===== src/rtl/path_glob_matcher_defines.svh =====
// Assertion macros used by the glob matcher top level.
// Depends on a clk and rst signal in the scope of each use.
`ifndef PATH_GLOB_MATCHER_DEFINES_SVH
`define PATH_GLOB_MATCHER_DEFINES_SVH

// Same-cycle implication, disabled during reset
`define PGM_ASSERT_NOW(label, ante, cons, msg) \
  label: assert property (@(posedge clk) disable iff (rst) (ante) |-> (cons)) \
    else $error(msg);

// Next-cycle implication, disabled during reset
`define PGM_ASSERT_NEXT(label, ante, cons, msg) \
  label: assert property (@(posedge clk) disable iff (rst) (ante) |=> (cons)) \
    else $error(msg);

`endif


===== src/rtl/pgm_pkg.sv =====
// Shared types and constants for the glob matcher.
// No dependencies.
package pgm_pkg;

  // Request kinds carried on s_tuser
  typedef enum logic [1:0] {
    KIND_CLEAR  = 2'd0,
    KIND_APPEND = 2'd1,
    KIND_PATH   = 2'd2,
    KIND_END    = 2'd3
  } kind_t;

  localparam logic [7:0] SYM_STAR     = 8'h2A;
  localparam logic [7:0] SYM_QUESTION = 8'h3F;
  localparam logic [7:0] SYM_SLASH    = 8'h2F;

  // Pattern store control
  typedef struct packed {
    logic clear;
    logic append;
  } pat_ctrl_t;

  // Active-prefix vector control
  typedef struct packed {
    logic restart;
    logic step;
  } nfa_ctrl_t;

endpackage


===== src/rtl/pgm_pattern.sv =====
// Pattern store: bytes, length, slash and overflow flags, per-entry match vectors.
// Depends on pgm_pkg.
module pgm_pattern #(
  parameter int PATTERN_MAX = 32,
  localparam int LW = $clog2(PATTERN_MAX + 1),
  localparam int AW = (PATTERN_MAX > 1) ? $clog2(PATTERN_MAX) : 1
) (
  input  logic                   clk,
  input  logic                   rst,
  input  pgm_pkg::pat_ctrl_t     ctrl,
  input  logic [7:0]             sym,
  output logic [PATTERN_MAX-1:0] star_vec,
  output logic [PATTERN_MAX-1:0] match_vec,
  output logic [LW-1:0]          length,
  output logic                   has_slash,
  output logic                   overflow
);

  logic [7:0] store [PATTERN_MAX];
  logic       full;

  assign full = (length == LW'(PATTERN_MAX));

  // Length and flags
  always_ff @(posedge clk) begin
    if (rst) begin
      length    <= '0;
      has_slash <= 1'b0;
      overflow  <= 1'b0;
    end else if (ctrl.clear) begin
      length    <= '0;
      has_slash <= 1'b0;
      overflow  <= 1'b0;
    end else if (ctrl.append) begin
      if (full) begin
        overflow <= 1'b1;
      end else begin
        length <= length + LW'(1);
      end
      if (sym == pgm_pkg::SYM_SLASH) begin
        has_slash <= 1'b1;
      end
    end
  end

  // Byte store, written at the current length
  always_ff @(posedge clk) begin
    if (ctrl.append && !full) begin
      store[length[AW-1:0]] <= sym;
    end
  end

  // Per-entry star and single-byte match, masked to the loaded length
  always_comb begin
    for (int i = 0; i < PATTERN_MAX; i++) begin
      logic live;
      logic is_star;
      live         = (LW'(i) < length);
      is_star      = (store[i] == pgm_pkg::SYM_STAR);
      star_vec[i]  = live & is_star;
      match_vec[i] = live & !is_star &
                     ((store[i] == pgm_pkg::SYM_QUESTION) || (store[i] == sym));
    end
  end

endmodule


===== src/rtl/pgm_nfa.sv =====
// Active-prefix vector with star closure and one-byte advance.
// Depends on pgm_pkg; fed by pgm_pattern.
module pgm_nfa #(
  parameter int PATTERN_MAX = 32,
  localparam int LW = $clog2(PATTERN_MAX + 1),
  localparam int VW = PATTERN_MAX + 1,
  localparam int LEVELS = $clog2(VW)
) (
  input  logic                   clk,
  input  logic                   rst,
  input  pgm_pkg::nfa_ctrl_t     ctrl,
  input  logic [PATTERN_MAX-1:0] star_vec,
  input  logic [PATTERN_MAX-1:0] match_vec,
  input  logic [LW-1:0]          length,
  output logic                   hit
);

  // Held without closure; closure is applied against the current pattern
  logic [VW-1:0] active;
  logic [VW-1:0] active_next;
  logic [VW-1:0] closed;
  logic [VW-1:0] stepped;

  // Star closure as a parallel prefix: bit j inherits bit j-1 across a star
  always_comb begin : closure_blk
    logic [VW-1:0] g;
    logic [VW-1:0] p;
    logic [VW-1:0] gn;
    logic [VW-1:0] pn;
    int d;
    g = active;
    p = {star_vec, 1'b0};
    for (int lvl = 0; lvl < LEVELS; lvl++) begin
      d  = 1 << lvl;
      gn = g;
      pn = p;
      for (int j = 0; j < VW; j++) begin
        if (j >= d) begin
          gn[j] = g[j] | (p[j] & g[j-d]);
          pn[j] = p[j] & p[j-d];
        end
      end
      g = gn;
      p = pn;
    end
    closed = g;
  end

  // One byte: a star holds its prefix, a matching entry moves it forward
  always_comb begin
    for (int j = 0; j < VW; j++) begin
      stepped[j] = 1'b0;
      if (j < PATTERN_MAX) begin
        stepped[j] = stepped[j] | (closed[j] & star_vec[j]);
      end
      if (j > 0) begin
        stepped[j] = stepped[j] | (closed[j-1] & match_vec[j-1]);
      end
    end
  end

  always_comb begin
    active_next = active;
    if (ctrl.restart) begin
      active_next = VW'(1);
    end else if (ctrl.step) begin
      active_next = stepped;
    end
  end

  always_ff @(posedge clk) begin
    if (rst) begin
      active <= VW'(1);
    end else begin
      active <= active_next;
    end
  end

  assign hit = closed[length];

endmodule


===== src/rtl/path_glob_matcher.sv =====
// Glob matcher top level: stream handshake, request decode, result register.
// Depends on pgm_pkg, pgm_pattern, pgm_nfa and path_glob_matcher_defines.svh.
//
//   port group | dir | tdata            | tuser     | carries
//   s_*        | in  | symbol[7:0]      | kind[1:0] | pattern bytes, path bytes, markers
//   m_*        | out | matched, error   | -         | one result per end-of-path
//
// One request per cycle while s_tready is high; the result of an end-of-path
// request is in m_tdata the cycle after it is taken. The limit is the prefix-vector
// update: star closure (log2 of PATTERN_MAX+1 levels) plus one advance step per byte.
// Reset (rst, synchronous) empties the pattern and drops any pending result.
// A held result stalls s_tready only if m_tready is low at the same time.
`include "path_glob_matcher_defines.svh"

module path_glob_matcher #(
  parameter int PATTERN_MAX = 32
) (
  input  logic       clk,
  input  logic       rst,
  input  logic       s_tvalid,
  output logic       s_tready,
  input  logic [7:0] s_tdata,   // [7:0] symbol
  input  logic [1:0] s_tuser,   // [1:0] kind
  output logic       m_tvalid,
  input  logic       m_tready,
  output logic [7:0] m_tdata    // [0] matched, [1] pattern_error, [7:2] zero
);

  localparam int LW = $clog2(PATTERN_MAX + 1);

  pgm_pkg::kind_t     kind;
  pgm_pkg::pat_ctrl_t pat_ctrl;
  pgm_pkg::nfa_ctrl_t nfa_ctrl;
  logic                   s_acc;
  logic                   slash_restart;
  logic [PATTERN_MAX-1:0] star_vec;
  logic [PATTERN_MAX-1:0] match_vec;
  logic [LW-1:0]          pat_len;
  logic                   pat_slash;
  logic                   pat_overflow;
  logic                   hit;
  logic                   matched;
  logic                   pattern_error;

  assign kind     = pgm_pkg::kind_t'(s_tuser);
  assign s_tready = !m_tvalid || m_tready;
  assign s_acc    = s_tvalid && s_tready;

  // Request decode
  assign slash_restart = (kind == pgm_pkg::KIND_PATH) &&
                         (s_tdata == pgm_pkg::SYM_SLASH) && !pat_slash;

  always_comb begin
    pat_ctrl.clear   = s_acc && (kind == pgm_pkg::KIND_CLEAR);
    pat_ctrl.append  = s_acc && (kind == pgm_pkg::KIND_APPEND);
    nfa_ctrl.restart = s_acc && ((kind == pgm_pkg::KIND_CLEAR)  ||
                                 (kind == pgm_pkg::KIND_APPEND) ||
                                 (kind == pgm_pkg::KIND_END)    || slash_restart);
    nfa_ctrl.step    = s_acc && (kind == pgm_pkg::KIND_PATH) && !slash_restart;
  end

  pgm_pattern #(
    .PATTERN_MAX (PATTERN_MAX)
  ) u_pattern (
    .clk       (clk),
    .rst       (rst),
    .ctrl      (pat_ctrl),
    .sym       (s_tdata),
    .star_vec  (star_vec),
    .match_vec (match_vec),
    .length    (pat_len),
    .has_slash (pat_slash),
    .overflow  (pat_overflow)
  );

  pgm_nfa #(
    .PATTERN_MAX (PATTERN_MAX)
  ) u_nfa (
    .clk       (clk),
    .rst       (rst),
    .ctrl      (nfa_ctrl),
    .star_vec  (star_vec),
    .match_vec (match_vec),
    .length    (pat_len),
    .hit       (hit)
  );

  // Result register
  always_ff @(posedge clk) begin
    if (rst) begin
      m_tvalid <= 1'b0;
    end else if (s_acc && (kind == pgm_pkg::KIND_END)) begin
      m_tvalid <= 1'b1;
    end else if (m_tready) begin
      m_tvalid <= 1'b0;
    end
  end

  always_ff @(posedge clk) begin
    if (s_acc && (kind == pgm_pkg::KIND_END)) begin
      matched       <= hit && !pat_overflow;
      pattern_error <= pat_overflow;
    end
  end

  assign m_tdata = {6'b0, pattern_error, matched};

  // Checks
  `PGM_ASSERT_NOW(a_match_no_error, m_tvalid && m_tdata[0], !m_tdata[1], "match reported with overflowed pattern")
  `PGM_ASSERT_NEXT(a_end_gives_result, s_acc && (kind == pgm_pkg::KIND_END), m_tvalid, "end of path gave no result")
  `PGM_ASSERT_NEXT(a_no_spurious_result, s_acc && (kind != pgm_pkg::KIND_END) && (!m_tvalid || m_tready), !m_tvalid, "result without end of path")
  `PGM_ASSERT_NOW(a_overflow_full, pat_overflow, pat_len == LW'(PATTERN_MAX), "overflow with store not full")

endmodule

===== config.mk =====
export PLATFORM = sky130hd
export DESIGN_NAME = path_glob_matcher
export DESIGN_NICKNAME = d
export VERILOG_FILES = /design/src/rtl/pgm_pkg.sv /design/src/rtl/pgm_pattern.sv /design/src/rtl/pgm_nfa.sv /design/src/rtl/path_glob_matcher.sv
export VERILOG_INCLUDE_DIRS = /design/src /design/src/rtl
export SDC_FILE = /design/constraint.sdc
export NUM_CORES = 1
export LEC_CHECK = 0
export ABC_AREA = 1
export BUFFER_PORTS_ARGS = -buffer_cell sky130_fd_sc_hd__buf_2
export CORE_UTILIZATION = 50
export CTS_CLUSTER_SIZE = 14
export DETAILED_ROUTE_END_ITERATION = 16
export PLACE_DENSITY = 0.76
export SLEW_MARGIN = 0
export SYNTH_ARGS = -nofsm -noshare
export SYNTH_HDL_FRONTEND = slang
export SYNTH_HIERARCHICAL = 1
export SYNTH_SLANG_ARGS = --single-unit

===== constraint.sdc =====
create_clock -name clk -period 3.5 [get_ports clk]
set_input_delay 0.7 -clock clk [delete_from_list [all_inputs] [get_ports clk]]
set_output_delay 0.7 -clock clk [all_outputs]
set_load 0.05 [all_outputs]

# == After elaboration in Yosys (flattened, before gate mapping) ==
# Memories as Yosys holds them, arrays and structs flattened.
# Index checks and enable logic that the tools add are counted.
# Widths: inputs -> output; s select.
# classes
n_eq_ne,101
addsub,1
bitwise,564
muxes,6
order_cmp,33
reduce_logical,91
# op_table
cell,count
$eq 8x6->1 const B,65
$and 1x1->1,397
$eq 8x8->1,32
$or 1x1->1,166
$lt 5x6->1 const A,16
$lt 4x6->1 const A,8
$logic_not 1->1,37
$logic_or 1x1->1,36
$lt 3x6->1 const A,4
$lt 1x6->1 const A,2
$lt 2x6->1 const A,2
$logic_and 1x1->1,11
$lt 6x7->1 const B,1
$add 6x1->6 const B,1
$bmux 1 s6,1
$eq 6x6->1 const B,1
$reduce_and 2->1,3
$mux 1,5
$eq 2x2->1 const B,2
$reduce_or 2->1,2
$eq 2x1->1 const B,1
$logic_not 2->1,1
$reduce_bool 2->1,1
$not 1->1,1
# word_totals
regBits,44
ram_bits,256
word_cells,804
memories,1
input_bits,14
out_inout_bits,10
# mem_list
memory,depth,width,read_ports,rd_clocked_by_memory_dff,write_ports,line,text
u_pattern.store,32,8,32,0,1,pgm_pattern.sv:19,logic [7:0] store [PATTERN_MAX];

# == Depth between registers and ports, before layout ==
# Gate-level depths: netlist of the first run.
# An unclocked memory read counts as a cell.
# logic_depth
depth_word,17
mapped_depth,25
mapped_depth_nobuf,24

# == By module ==
# The synthesis of the first run kept the hierarchy.
# by_module_without_submodules
module,seq_area_each_um2,cells_each,area_per_inst_um2,instances
pgm_pattern,7847.5,1592,14157.3,1
pgm_nfa,660.6,673,3503.4,1
path_glob_matcher,80.1,39,271.5,1

# == Least setup slack after synthesis of the first run ==
# No wires, ideal clock.
# synth_timing
path_type,register to register
from,reg u_pattern.length[1]
to,reg matched (data pin)
path_buffers,0
arrival_time_ps,2605
synth_period_minus_slack_ps,2743
path_stages_with_launch,24
slack_ps,757
t_required_ps,3362
setup_time_ps,138
path_cell_list,dfxtp_1 > clkinv_1 > ha_1 > o21ai_0 > inv_1 > nor2_1 > nand2_2 > nor2_4 > inv_2 > nor3_2 > nand2_2 > nand2_2 > nand2_1 > nand2_2 > nand2_1 > nand3_1 > nand3_1 > nand2_1 > nand2_1 > nand2_1 > nand2_1 > nand2_1 > inv_1 > nor2_1
# synth_via
word_cells_on_any_way,440
cone_classes,32 x order compare; 2 x mux; 405 x bitwise; 1 x reduce/logical
# synth_lines
item,line,text
"start, declared",pgm_pattern.sv:14,"output logic [LW-1:0] length,"
"start signal, assigned",pgm_pattern.sv:38,length <= length + LW'(1);
$lt 4x6->1 (*),pgm_pattern.sv:58,live = (LW'(i) < length);
$and 1x1->1 (*),pgm_pattern.sv:60,star_vec[i] = live & is_star;
net star_vec[12],path_glob_matcher.sv:36,logic [PATTERN_MAX-1:0] star_vec;
$and 1x1->1,pgm_nfa.sv:39,gn[j] = g[j] | (p[j] & g[j-d]);
$or 1x1->1,pgm_nfa.sv:39,
$and 1x1->1,pgm_nfa.sv:39,
$or 1x1->1,pgm_nfa.sv:39,
$and 1x1->1,pgm_nfa.sv:39,
$or 1x1->1,pgm_nfa.sv:39,
$and 1x1->1,pgm_nfa.sv:39,
$or 1x1->1 (2 in series),pgm_nfa.sv:39,
$bmux 1 s6 (*),pgm_nfa.sv:79,assign hit = closed[length];
$mux 1 (implied by the code) (*),pgm_nfa.sv:79,
net hit,path_glob_matcher.sv:41,logic hit;
$logic_and 1x1->1 (*),path_glob_matcher.sv:101,matched <= hit && !pat_overflow;
"end signal, assigned",path_glob_matcher.sv:101,
"end, declared",path_glob_matcher.sv:42,logic matched;
# The timed path passes the listed nets; every way through them passes the cells marked *. The select of a mux whose other input is x is not followed.
# A chain may end at the register's enable or synchronous reset.

# == Worst setup path in the final report of the first run ==
# layout_timing
from,reg u_pattern.length[4]
to,reg matched (data pin)
# layout_via
word_cells_on_any_way,440
cone_classes,32 x order compare; 2 x mux; 405 x bitwise; 1 x reduce/logical
# layout_lines
item,line
$lt 5x6->1 (*),pgm_pattern.sv:58
$and 1x1->1 (*),pgm_pattern.sv:60
net star_vec[21],path_glob_matcher.sv:36
$and 1x1->1,pgm_nfa.sv:39
$or 1x1->1,pgm_nfa.sv:39
$and 1x1->1,pgm_nfa.sv:39
$or 1x1->1 (2 in series),pgm_nfa.sv:39
$and 1x1->1,pgm_nfa.sv:39
$or 1x1->1 (3 in series),pgm_nfa.sv:39
$bmux 1 s6 (*),pgm_nfa.sv:79
$mux 1 (implied by the code) (*),pgm_nfa.sv:79
net hit,path_glob_matcher.sv:41
$logic_and 1x1->1 (*),path_glob_matcher.sv:101
# Marks and branches as above.

==> results of run 1 <==
==> final cells by class <==
type                            instances  area [um2]
Sequential cell                       300        8590
Inverter                              305        1150
Multi-Input combinational cell       1642        7930
Tap cell                              455         569
Clock buffer                           39         933
Fill cell                            3086       15000
Timing Repair Buffer                   64         488
Clock inverter                         18         193
==> where the power goes <==
group	switching [W]	internal [W]	leakage, nW
logic	0.000399	0.000173	5.16
clock network	0.00140	0.00220	0.559
registers	0.0000116	0.00390	2.66
==> registers in the layout (all words and copies together) (netlist names) <==
register,flops
m_tvalid,1
u_pattern/has_slash,1
u_pattern/length,6
u_nfa/active,33
u_pattern/overflow,1
pattern_error,1
matched,1
u_pattern/store,256
==> path summary, 6_finish.rpt <==
check	endpoint	cells past startpoint
min reg2reg	pattern_error$_DFFE_PP_	0
min	pattern_error$_DFFE_PP_	0
max reg2reg	matched$_DFFE_PP_	22
max	matched$_DFFE_PP_	22
==> stage by stage <==
stage	hold WS (ns)	area (um2)	worst slack, ns
2_1_floorplan	0.431	18000	0.757
3_3_place_gp	0.457	18700	-0.124
3_5_place_dp	0.465	18700	-0.190
4_1_cts	0.471	19800	0.0177
5_1_grt	0.486	19900	0.00335
6_report	0.470	19900	0.205
==> logic make-up (layout without fill, tap and decap cells) <==
kind of cell,Yosys count,count (layout)
flip-flops,300,300
XOR/XNOR,162,162
other,1,6
adder cells (fa/ha/maj),6,6
AND/OR/NAND/NOR,1291,1291
AO/OA/AOI/OAI,177,177
buffers and inverters,367,426
==> worst max-delay path: stages, from the launching register on <==
cell and delay (ns):
dfxtp_2 0.45, nor2_4 0.07, inv_2 0.15, nand2_1 0.26, inv_2 0.20, nand2_1 0.09
nor2_1 0.31, nand2_1 0.21, nor2_1 0.23, nand2_1 0.12, inv_1 0.09, nand3_1 0.09
nand3_1 0.20, nand2_1 0.09, nand3_1 0.07, nand3_1 0.06, nand2_1 0.07, nand2_1 0.05
nand2_1 0.05, nand2_1 0.05, nand2_1 0.09, inv_1 0.05, nor2_1 0.11
==> layout by cell type (no fill, tap or decap), types with 7 or more instances in the layout <==
| cell | instances |
|---|---|
| xnor2_1 | 160 |
| a22o_1 | 16 |
| buf_4 | 49 |
| a21oi_1 | 94 |
| inv_2 | 9 |
| a221oi_1 | 7 |
| clkbuf_16 | 37 |
| edfxtp_1 | 258 |
| nor2_1 | 225 |
| clkinv_2 | 9 |
| nor3_1 | 53 |
| o21ai_0 | 39 |
| nand2_2 | 25 |
| nand2_4 | 8 |
| inv_1 | 292 |
| dfxtp_1 | 40 |
| nand3_1 | 76 |
| buf_2 | 12 |
| nand4_1 | 53 |
| nand2_1 | 824 |
==> layer usage <==
metal	vias to the layer above	global-route usage (%)
li1	7423	-
met1	7079	35.9
met2	564	46.3
met3	95	4.41
met4	0	8.82
met5	-	0
==> timing repair <==
action,4_1_cts,5_1_grt
pin swaps,0,1
setup buffers,0,1
setup endpoints to repair,1,4
resized for setup,2,9
endpoints found under the hold margin,0,0
==> reports/qor.txt, run 1 <==
Status: completed
GRT Util Overall: 27.4%
Top-area cell type share of the netlist area: 43.2%
Clk_lat worst skew: 0.52 ns
I/O Pins: 24
CTS Buffer Depth: 3
TritonRoute pass-1 iters: 5
RSZ-0062 raised after global routing: false
Routed wire per std cell: 17.5 um
Async SR Flop Fraction: 0%
Dpl hpwl: 34600 um
FF-to-FF Start: u_pattern/length[4]$_SDFFE_PP0P_
Max cap viols: 0
Part of the cycle the worst path needs: 94.1%
Mapped Cells: 2304
Leakage Power: 8.38 nW
Ant diodes: 0
EDFF count, synth: 258
Inst Count DP: 2765
Largest family of logic cells by synthesized area: simple AND/OR/NAND/NOR gates
Synth Area in Adders: 0.419%
Post-Synth Simple-Gate Area: 29.9%
Critical path data arrival time: 3.66 ns
Seq cells post-synth: 300
Vias per cell: 5.37
Core area: 34900 um2
Layout cells sized above 1: 7.73%
CTS sink count: 300
DRC viols: 0
Total power: 0.00807 W
Largest net degree at the start of global routing: 66
P per Cell Area: 407 nW/um2
Port bufs: 17
Die ar.: 36600 um2
Top cells by area in the synthesized netlist: edfxtp_1 (43%), nand2_1 (17%), xnor2_1 (7.8%)
Violation count after the first detailed-route iteration: 1394
Post-synthesis compound-gate area fraction: 5.66%
Worst Path Max Fanout: 9
Period minus WS final: 3.29 ns
Die Height: 191 um
Fmax: 304 MHz
Met3 WL: 3440 um
Syn avg cell area: 7.78 um2
Critical path capture point type: flip-flop
HP Class: flip-flop to flip-flop
WL met1: 21500 um
Post-route setup TNS: 0 ns
Final Net Count: 2367
Netlist Area Pre-Place: 17900 um2
Final ANT Viol Nets: 0
CTS clk-pin slew, worst paths: 0.06 ns
Final Hold Viols: 0
Global-route wire length before repair: 77600 um
Crit start category: flip-flop
Max layer used: met4
Most common cell in the netlist: nand2_1
Final WL: 49500 um
Hold Buf Count CTS: 0
Htree depth: 2
Post-route insts no fill: 2823
Initial antenna violation count: 0
Final design utilization: 56.9%
Worst R2R Setup Slack: 0.21 ns
Row cnt: 68
Gr ovfl total: 0
Sequential-to-total area share from yosys stat: 47.9%
CTS tree: built
Setup Viol. Count Final: 0
Syn-to-layout area delta: 10.7%
Synth top cells by count: nand2_1 (825), inv_1 (292), edfxtp_1 (258), nor2_1 (226), xnor2_1 (160)
Vias: 15200
Hold path start: u_pattern/overflow$_SDFFE_PP0P_
Actual slew at the worst max-slew pin: 0.971 ns
Initial Util: 51.4%
Max-slew violations: 0
Maximum vdd drop: 318 uV
Post-Synth XOR/XNOR Area: 7.91%
Number of CTS-inserted buffers: 34
Die width: 191 um
Vias in the first global route: 14700
Worst Path Required: 3.86 ns
GP Congestion: 0.999
CP Class: flip-flop to flip-flop
Setup Skew: 0.0139 ns
Largest area contributor in the netlist: edfxtp_1
Critical Path Start: u_pattern/length[4]$_SDFFE_PP0P_
Yosys warning count: 6
Mux share of post-synthesis cell area: 0%
Root buf cell: clkbuf_16
Synth cell types: 44
Synth Flop Type: edfxtp_1
Rel. slew slack: 34.8%
DR WL met2: 23200 um
No activity file was read; power rests on OpenSTA's default activity.
==> run 2, diff against run 1 <==
- CTS_CLUSTER_SIZE: 14 -> 25
- REMOVE_ABC_BUFFERS: default -> 1
==> run 2 against run 1 <==
Power fell by 1.7%. Flip-flop and latch count unchanged. Setup slack gained 0.014 ns. Global-route usage rose by 0.25 points. Cell count rose by 0.21%. Via count rose by 0.65%. Clock skew up 0.014 ns.
==> reports/qor.txt, run 2 (synthesis results as in run 1) <==
Number of CTS-inserted buffers: 34 (unchanged)
Ant diodes: 0 (unchanged)
Status: completed
Most frequent cells in the layout: nand2_1 (825), inv_1 (292), edfxtp_1 (258)
Register area: 8590 um2 (about the same)
HP Class: primary input to flip-flop
Routed wire per std cell: 17.6 um (+0.38%)
CP most frequent cell: nand2_1
Part of the cycle the worst path needs: 93.8% (-0.39 points)
Multi-input combinational cell area: 7930 um2 (about the same)
P per Cell Area: 400 nW/um2 (-1.6%)
Actual slew at the worst max-slew pin: 1.06 ns (+0.0932 ns)
Setup Viol. Count Final: 0 (unchanged)
Vias: 15300 (+0.65%)
Placed inst area: 18700 um2 (+0.15%)
GRT Util Overall: 27.7% (+0.25 points)
Postcts setup bufs: 0 (unchanged)
Die Height: 191 um (unchanged)
Max-slew violations: 0 (unchanged)
Core area: 34900 um2 (unchanged)
Critical path capture point type: flip-flop
Htree depth: 2 (unchanged)
Worst Path Required: 3.88 ns (+0.02 ns)
Final Net Count: 2370 (+0.13%)
Period minus WS final: 3.28 ns (-0.0135 ns)
CTS tree: built
Final Hold Viols: 0 (unchanged)
CTS sink count: 300 (unchanged)
Post-route setup TNS: 0 ns (unchanged)
Vias per cell: 5.39 (+0.43%)
Final ANT Viol Nets: 0 (unchanged)
Max layer used: met4
Hold_ws: 0.482 ns (+0.0120 ns)
Setup ws final: 0.219 ns (+0.0135 ns)
WL met1: 21400 um (-0.27%)
RSZ-0062 raised after global routing: false
Commonest non-fill, non-tap cell in the layout: nand2_1
Max reg flops: 256 (unchanged)
Row cnt: 68 (unchanged)
Port bufs: 17 (unchanged)
Worst Hold Depth: 4 (+4)
Worst Path Max Fanout: 8 (-1)
Initial Util: 51.4% (unchanged)
Hold Buf Count CTS: 0 (unchanged)
Initial antenna violation count: 0 (unchanged)
CTS clk-pin slew, worst paths: 0.07 ns (about the same)
Final WL: 49800 um (+0.60%)
Met3 WL: 3330 um (-3.3%)
Critical path data arrival time: 3.66 ns (about the same)
Layout cells sized above 1: 7.58% (-0.15 points)
Vias in the first global route: 14700 (-0.41%)
Violation count after the first detailed-route iteration: 1254 (-10%)
Syn-to-layout area delta: 10.5%
GP Congestion: 0.990 (-0.87%)
Worst path slowest cell: o21ai_0
Gr ovfl total: 0 (unchanged)
Max cap viols: 0 (unchanged)
Maximum vdd drop: 442 uV (+39%)
Cell area after layout: 19800 um2 (-0.16%)
CTS Buffer Depth: 3 (unchanged)
Dpl hpwl: 35600 um (+3.0%)
I/O Pins: 24 (unchanged)
Fmax: 305 MHz (+0.41%)
Root buf cell: clkbuf_16
Clk_lat worst skew: 0.53 ns (about the same)
# fillers: 3145 (+1.9%)
Final design utilization: 56.8% (-0.093 points)
Rel. slew slack: 28.6% (-6.3 points)
Global-route wire length before repair: 77900 um (+0.33%)
R2R depth: 20 (-9.1%)
Setup Skew: 0.0274 ns (+0.0135 ns)
Worst path max stage delay: 0.52 ns (+0.07 ns)
DR WL met2: 23000 um (-0.86%)
Leakage Power: 8.36 nW (-0.32%)
TritonRoute pass-1 iters: 6 (+1)
Largest net degree at the start of global routing: 66 (unchanged)
DRC viols: 0 (unchanged)
Die width: 191 um (unchanged)
Crit start category: flip-flop
Die ar.: 36600 um2 (unchanged)
Setup Slack @ Placement: 0.0962 ns (+0.286 ns)
CP Class: flip-flop to flip-flop
Cell breakdown of the critical path: buf_4, nand2_1, o21ai_0, nor3b_1, nand2_1, nor2_1, nand2_1, nor2_1, nand2_1, nand2_2, nand2_1, nand3_1, nand3_1, nand2_1, nand2_1, nand2_1, nand2_1, nand2_1, inv_1, nor2_1
run 2: final cells by class:
cell class                      count  share of cell area, %
Clock inverter                     16                  0.808
Tap cell                          455                   2.87
Multi-Input combinational cell   1642                   40.0
Clock buffer                       44                   4.59
Inverter                          305                   5.80
Timing Repair Buffer               67                   2.56
Sequential cell                   300                   43.3
run 2: repair_timing:
action                                  CTS  global route
endpoints found under the setup margin    0             1
gates resized for setup                   0            10
endpoints found under the hold margin     0             0
run 2: stage by stage:
step / power, W / instances
floorplan: 0.00428 / 2247
global placement: 0.00454 / 2769
detailed placement: 0.00455 / 2769
CTS: 0.00798 / 2829
global route: 0.00817 / 2829
finish: 0.00793 / 2829
run 2: layer usage:
layer / track usage, % / vias to the layer above
met4: 11.6 / 0
met5: 0 / -
met1: 36.3 / 7134
met3: 4.02 / 117
met2: 45.7 / 569
li1: - / 7439
run 2: worst paths after layout:
kind                                    to  slack (ns)                             start
max                      matched$_DFFE_PP_        0.22  u_pattern/length[2]$_SDFFE_PP0P_
min                  m_tvalid$_SDFFE_PP0P_        0.48                               rst
max reg2reg              matched$_DFFE_PP_        0.22  u_pattern/length[2]$_SDFFE_PP0P_
min reg2reg  u_nfa/active[32]$_SDFFE_PP0P_        0.49     u_nfa/active[32]$_SDFFE_PP0P_
run 2: critical path, delay by kind of cell, from the launching register on:
kind	cells	cell delay (ns)
buffers and inverters	2	0.26
AND/OR/NAND/NOR	17	1.87
AO/OA/AOI/OAI	1	0.52
flip-flops	1	0.48
run 2: power by group:
part           leakage, nW  switching (W)  internal (W)  total, W
Combinational         5.17       0.000401      0.000176  0.000577
Clock                0.523        0.00139       0.00206   0.00345
Sequential            2.66      0.0000124       0.00390   0.00391
Total                 8.36        0.00180       0.00613   0.00793
